`config.mk`:
```
export PLATFORM = sky130hd
export DESIGN_NAME = hsa_div_pipe
export DESIGN_NICKNAME = d
export VERILOG_FILES = /design/src/hw/rtl/hsa_pkg.sv /design/src/hw/rtl/hsa_div_pipe.sv
export SDC_FILE = /design/constraint.sdc
export NUM_CORES = 1
export LEC_CHECK = 0
export BUFFER_PORTS_ARGS = -buffer_cell sky130_fd_sc_hd__buf_2
export CORE_AREA = 3 3 289 291
export DETAILED_ROUTE_END_ITERATION = 8
export DIE_AREA = 0 0 292 294
export PLACE_DENSITY = 0.75
export SETUP_SLACK_MARGIN = 0.02
export SLEW_MARGIN = 10
export SYNTH_ARGS = -nofsm -noshare
export SYNTH_HDL_FRONTEND = slang
export SYNTH_SLANG_ARGS = --single-unit
```
`constraint.sdc`:
```
create_clock -name clk_i -period 3.1 [get_ports clk_i]
set_input_delay 0.62 -clock clk_i [delete_from_list [all_inputs] [get_ports clk_i]]
set_output_delay 0.62 -clock clk_i [all_outputs]
set_load 0.02 [all_outputs]
```
`src/hw/rtl/hsa_pkg.sv`:
```
// Shared constants and types of the HSL saturation adjust block.
package hsa_pkg;

  localparam int unsigned FracBits     = 16;
  localparam int unsigned NumCh        = 3;
  localparam logic [7:0]  NeutralLevel = 8'd80;
  localparam logic [8:0]  HalfSpan     = 9'd255;
  localparam logic [8:0]  FullSpan     = 9'd510;

  // Configuration register indexes.
  localparam logic CfgSatLevel = 1'b0;
  localparam logic CfgIncDiv   = 1'b1;

  // Channel byte and the pixel as a small array of channels.
  typedef logic [7:0] chan_t;
  typedef chan_t [NumCh-1:0] pixel_t;

endpackage

```
`src/hw/rtl/hsa_div_pipe.sv`:
```
// Pipelined restoring divider, one quotient bit per stage, with sideband.
module hsa_div_pipe import hsa_pkg::*; #(
  parameter int DW = 24,
  parameter int VW = 8,
  parameter int PW = 1
) (
  input  logic          clk_i,
  input  logic          rst_ni,
  input  logic          en_i,
  input  logic          valid_i,
  input  logic [DW-1:0] dividend_i,
  input  logic [VW-1:0] divisor_i,
  input  logic [PW-1:0] side_i,
  output logic          valid_o,
  output logic [DW-1:0] quot_o,
  output logic [PW-1:0] side_o
);

  logic [VW-1:0] rem_q  [DW];
  logic [DW-1:0] work_q [DW];
  logic [VW-1:0] dvs_q  [DW];
  logic [PW-1:0] side_q [DW];
  logic          valid_q [DW];

  for (genvar s = 0; s < DW; s++) begin : g_stage
    logic [VW-1:0] rem_in;
    logic [DW-1:0] work_in;
    logic [VW-1:0] dvs_in;
    logic [PW-1:0] side_in;
    logic          valid_in;
    logic [VW:0]   trial;
    logic [VW:0]   diff;
    logic          ge;

    if (s == 0) begin : g_first
      assign rem_in   = '0;
      assign work_in  = dividend_i;
      assign dvs_in   = divisor_i;
      assign side_in  = side_i;
      assign valid_in = valid_i;
    end else begin : g_next
      assign rem_in   = rem_q[s-1];
      assign work_in  = work_q[s-1];
      assign dvs_in   = dvs_q[s-1];
      assign side_in  = side_q[s-1];
      assign valid_in = valid_q[s-1];
    end

    // Shift in the next dividend bit, subtract when it fits.
    assign trial = {rem_in, work_in[DW-1]};
    assign ge    = trial >= {1'b0, dvs_in};
    assign diff  = trial - {1'b0, dvs_in};

    always_ff @(posedge clk_i or negedge rst_ni) begin
      if (!rst_ni) begin
        valid_q[s] <= 1'b0;
      end else if (en_i) begin
        valid_q[s] <= valid_in;
      end
    end

    always_ff @(posedge clk_i) begin
      if (en_i) begin
        rem_q[s]  <= ge ? diff[VW-1:0] : trial[VW-1:0];
        work_q[s] <= {work_in[DW-2:0], ge};
        dvs_q[s]  <= dvs_in;
        side_q[s] <= side_in;
      end
    end
  end

  assign valid_o = valid_q[DW-1];
  assign quot_o  = work_q[DW-1];
  assign side_o  = side_q[DW-1];

endmodule

```
After elaboration in Yosys (flattened, before gate mapping)

Memory sizes are Yosys's and may differ from the RTL's.
Index checks and enable logic that the tools add are counted.

Add/subtract/negate cells: 24
Order comparisons: 24
Mux-type cells: 26

Operators with widths:

| operator                     | number |
|---|---|
| >= comparator 9 x 8 -> 1 bit | 23 |
| 2-to-1 mux 8 bit             | 24 |
| subtractor 8 bit             | 23 |
| >= comparator 1 x 8 -> 1 bit | 1 |
| subtractor 1 x 8 -> 8 bit    | 1 |
| 2-to-1 mux 1 bit             | 2 |

Register bits after elaboration: 24
RAM bits: 984
Bits of input ports: 37
Output and inout bits: 26
Logic and storage cells: 102
Memories kept: 4

Memories:

| memory | words | bits a word | rd ports | clocked after Yosys merged registers in | write ports | line               | text |
|---|---|---|---|---|---|---|---|
| work_q | 24    | 24          | 24       | 0                                       | 24          | hsa_div_pipe.sv:20 | `logic [DW-1:0] work_q [DW];` |
| dvs_q  | 24    | 8           | 23       | 0                                       | 24          | hsa_div_pipe.sv:21 | `logic [VW-1:0] dvs_q [DW];` |
| rem_q  | 24    | 8           | 23       | 0                                       | 24          | hsa_div_pipe.sv:19 | `logic [VW-1:0] rem_q [DW];` |
| side_q | 24    | 1           | 24       | 0                                       | 24          | hsa_div_pipe.sv:22 | `logic [PW-1:0] side_q [DW];` |

Depth between registers and ports, before layout

An unclocked memory read counts as a cell.

Depth in word-level cells: 3
Mapped depth: 8
Gate-level depth less buffers: 8

Worst setup path after synthesis

No wires, ideal clock.

Kind: register to register
Start point: memory rem_q[13][5] (netlist: rem_q[1][45])
End point: memory rem_q[14][2] (netlist: rem_q[1][50]), data pin
Library setup time: 0.260 ns
Arrival time: 1.915 ns
Required time: 2.840 ns
Setup slack: 0.925 ns
Stages on the path, launching flop included: 6
Buffers on the path: 0
Clock period less this slack: 2.175 ns
Cells stage by stage: edfxtp_1 -> ha_1 -> o21a_1 -> a211o_1 -> a31oi_4 -> mux2_2

RTL lines:

| element            | line |
|---|---|
| start: declaration | hsa_div_pipe.sv:19 |

==> results by group <==
Floorplan
  – Number of core rows: 104
  – Die ar.: 85800 um^2
  – Die W: 292 um
  – Die span in y: 294 um
  – IO Count: 63
  – Initial core utilization: 0.502
  – Placeable Area: 80800 um^2

Final layout
  – Post-route core utilization: 0.570
  – Post-route design area: 46000 um^2
  – Filler cell count: 6124
  – Ratio of cells with drive above 1 in the final layout: 0.122
  – Post-layout instance count excluding filler cells: 3907
  – Antenna diode instance count: 0
  – Growth of design area from synthesis to finish: 13.4%
  – Final net count: 3016

Synthesis
  – Async set-reset flop share out of synthesis: 0.0242
  – Total of flip-flops plus latches after synthesis: 992
  – Net count of the mapped netlist: 2812
  – Top FF cell, synth: sky130_fd_sc_hd__edfxtp_1
  – Synthesized instance count: 2567
  – Post-Syn Area: 40600 um^2
  – Syn_area_per_cell: 15.8 um^2
  – Library cells used by synthesis: 51
  – Seq/Total Area, Yosys: 0.731
  – Number of warnings printed during yosys synthesis: 0
  – EDFF count, synth: 968

Run
  – Number of maximum-capacitance violations: 0

Timing
  – Minimum clock period: 2.48 ns
  – Total count of hold-check failures in the final report: 0
  – Clock tree skew after final layout: 0.0184 ns
  – Relative slew margins: 0.618
  – Peak clock frequency supported by timing: 403 MHz
  – Fin Setup TNS: 0 ns
  – RSZ-0062 raised after global routing: false
  – Final period utilization: 0.800
  – Max Slew Vio Count: 0
  – Endpoints failing setup: 0
  – Actual transition at the worst max-transition pin: 0.572 ns

Critical path
  – Critical path endpoint category: flop
  – Slowest cell on the critical path: sky130_fd_sc_hd__edfxtp_1
  – Crit path launch type: flop
  – CP cell instances: inv_1 > ha_1 > a21o_1 > o21bai_1 > a21boi_1 > a21boi_4 > mux2i_1
  – Category of the critical setup timing path: flop to flop
  – Highest cell delay on the worst timing path: 0.44 ns
  – Slack of the worst reg-to-reg path: 0.62 ns
  – Crit path required time: 3.51 ns
  – Data arrival at the endpoint of the critical path: 2.89 ns
  – Highest fanout seen on the critical path: 8

Drt
  – Antenna Nets Post-Route: 0
  – Total vias in the final route: 20979
  – Average via count per standard cell: 5.37
  – WL final: 62500 um
  – Average wire length per cell after detail routing: 16.0 um
  – Number of DRC markers in iteration 0: 1713
  – Number of remaining DRC errors: 0
  – Detailed Routing Iterations Pass 1: 5

Power
  – Leakage power figure: 17.4 nW
  – Highest ir drop seen on vdd: 0.000465 V
  – Ratio of total power to cell area: 880 nW/um^2

Clock tree
  – Number of buffers created by CTS: 100
  – Worst-path clk slew: 0.06 ns
  – Clock tree sinks: 992
  – Deepest clock path buffer count: 3
  – Number of buffers added for setup after CTS: 0
  – Root Driver: sky130_fd_sc_hd__clkbuf_16
  – TritonCTS clock tree: yes
  – Number of resized instances in the post-cts repair step: 0
  – Max H-tree Level: 3
  – Worst-skew pair later-pin latency: 0.65 ns
  – Total of hold buffers inserted after clock tree synthesis: 1

Global route
  – Overall routing resource usage: 0.148
  – Maximum number of pins on one net before global-route repair: 74
  – Antenna violations before repair: 0
  – Wire length of the first global-routing pass: 105000 um
  – Congestion Overflow GR: 0
  – Via count of the first global-routing pass: 21478

Hold path
  – Min-Delay Path Class: input pin to flop

Placed design
  – Inst Count DP: 3728
  – Placed cell area: 42800 um^2
  – Hpwl dp: 41800 um
  – Number of input and output port buffers inserted: 62
  – Placer's final routability congestion estimate: 0.887

Run status
  – Status: complete, no violations
## cells in the mapped netlist (20+ instances only)
| library cell | number | share of area |
|---|---|---|
| sky130_fd_sc_hd__nor2b_1 | 58 | 0.0089 |
| sky130_fd_sc_hd__edfxtp_1 | 968 | 0.72 |
| sky130_fd_sc_hd__xnor2_1 | 33 | 0.0071 |
| sky130_fd_sc_hd__dfrtp_1 | 24 | 0.015 |
| sky130_fd_sc_hd__o31a_1 | 33 | 0.0071 |
| sky130_fd_sc_hd__a21o_1 | 38 | 0.0070 |
| sky130_fd_sc_hd__inv_1 | 258 | 0.024 |
| sky130_fd_sc_hd__a21oi_1 | 94 | 0.012 |
| sky130_fd_sc_hd__o21a_1 | 121 | 0.022 |
| sky130_fd_sc_hd__nand2b_1 | 22 | 0.0034 |
| sky130_fd_sc_hd__a211oi_1 | 20 | 0.0037 |
| sky130_fd_sc_hd__mux2i_1 | 20 | 0.0049 |
| sky130_fd_sc_hd__xor2_1 | 21 | 0.0045 |
| sky130_fd_sc_hd__fa_1 | 22 | 0.011 |
| sky130_fd_sc_hd__nand3_1 | 28 | 0.0035 |
| sky130_fd_sc_hd__nand2_1 | 129 | 0.012 |
| sky130_fd_sc_hd__o31ai_1 | 58 | 0.011 |
| sky130_fd_sc_hd__o21ai_0 | 98 | 0.012 |
| sky130_fd_sc_hd__mux2_2 | 72 | 0.020 |
| sky130_fd_sc_hd__nor3_1 | 54 | 0.0067 |
| sky130_fd_sc_hd__ha_1 | 186 | 0.057 |
| sky130_fd_sc_hd__nor2_1 | 96 | 0.0089 |
## power breakdown
part,leakage [nW],switching [W],internal (W)
Sequential,9.73,0.000966,0.0175
Combinational,6.05,0.00559,0.00465
Clock,1.57,0.00485,0.00693
Total,17.4,0.0114,0.0291
## cells by family after synthesis
logic type,after synthesis,share of synthesized area
adders and majority gates,208,0.0682
and+or+nand+nor,417,0.0485
AOI/OAI and AO/OA,527,0.0894
DFF,992,0.731
muxes,92,0.0249
buffers and inverters,277,0.0259
xor gates and xnor gates,54,0.0117
## final cells by class
cell class                      count  area [um^2]  share of cell area
Clock buffer                      119         2620              0.0568
Tap cell                         1060         1330              0.0288
Clock inverter                     59          604              0.0131
Sequential cell                   992        29700               0.645
Timing Repair Buffer              121          991              0.0215
Multi-Input combinational cell   1298         9850               0.214
Inverter                          258          968              0.0210
## final timing paths
path                                start  depth (start not counted)              endpoint
min in group asynchronous          rst_ni                          2               valid_o
hold reg to reg             work_q[1][41]                          0         work_q[1][66]
max in group asynchronous          rst_ni                          2  g_stage[16].valid_in
hold / removal             dividend_i[16]                          1         work_q[0][17]
setup reg to reg             dvs_q[1][22]                          7          rem_q[1][25]
setup / recovery             dvs_q[1][22]                          7          rem_q[1][25]
## sequential cells by signal, summed over array words and instances, names as in the netlist
register,count
dvs_q,184
work_q,576
rem_q,184
g_stage.valid_in,23
valid_o,1
side_q,24
## layer usage
| metal | global-route usage | wire [um] | up-vias |
|---|---|---|---|
| met5 | 0 | 0 | - |
| met4 | 0.0589 | 1820 | 0 |
| met3 | 0.0254 | 3120 | 153 |
| met2 | 0.249 | 30500 | 507 |
| met1 | 0.191 | 27100 | 10222 |
| li1 | - | - | 10097 |
## through the flow
stage                     power (W)  hold WS [ns]  setup slack [ns]
after floorplan              0.0261         0.324             0.925
after global placement       0.0281         0.400             0.812
after detailed placement     0.0288         0.405             0.663
after CTS                    0.0408         0.102             0.659
after global routing         0.0428         0.117             0.494
final                        0.0405         0.145             0.620
## worst max-delay path, delay by kind of cell, from the launching register on
family / cells / cell delay [ns]
buffers and inverters: 1 / 0.07
adders and majority gates: 1 / 0.32
DFF: 1 / 0.44
muxes: 1 / 0.43
AOI/OAI and AO/OA: 4 / 0.99
## cell usage in the layout, fill, tap and decap left out, types with 15 or more instances in the layout
cell type and n:
sky130_fd_sc_hd__buf_4 40, sky130_fd_sc_hd__nand2_1 129, sky130_fd_sc_hd__nor2b_1 58, sky130_fd_sc_hd__nor2_1 96, sky130_fd_sc_hd__xor2_1 21, sky130_fd_sc_hd__edfxtp_1 968, sky130_fd_sc_hd__clkinv_1 21, sky130_fd_sc_hd__nand3_1 28
sky130_fd_sc_hd__clkbuf_16 102, sky130_fd_sc_hd__clkinv_2 15, sky130_fd_sc_hd__o31a_1 33, sky130_fd_sc_hd__clkbuf_1 17, sky130_fd_sc_hd__dfrtp_1 24, sky130_fd_sc_hd__o31ai_1 58, sky130_fd_sc_hd__mux2_2 72, sky130_fd_sc_hd__o21a_1 121
sky130_fd_sc_hd__ha_1 186, sky130_fd_sc_hd__fa_1 22, sky130_fd_sc_hd__buf_12 18, sky130_fd_sc_hd__buf_2 61, sky130_fd_sc_hd__inv_1 258, sky130_fd_sc_hd__a211oi_1 20, sky130_fd_sc_hd__o21ai_0 98, sky130_fd_sc_hd__xnor2_1 33
sky130_fd_sc_hd__a21oi_1 94, sky130_fd_sc_hd__a21o_1 38, sky130_fd_sc_hd__mux2i_1 20, sky130_fd_sc_hd__nor3_1 54, sky130_fd_sc_hd__nand2b_1 22
No activity file was read; power rests on OpenSTA's default activity.
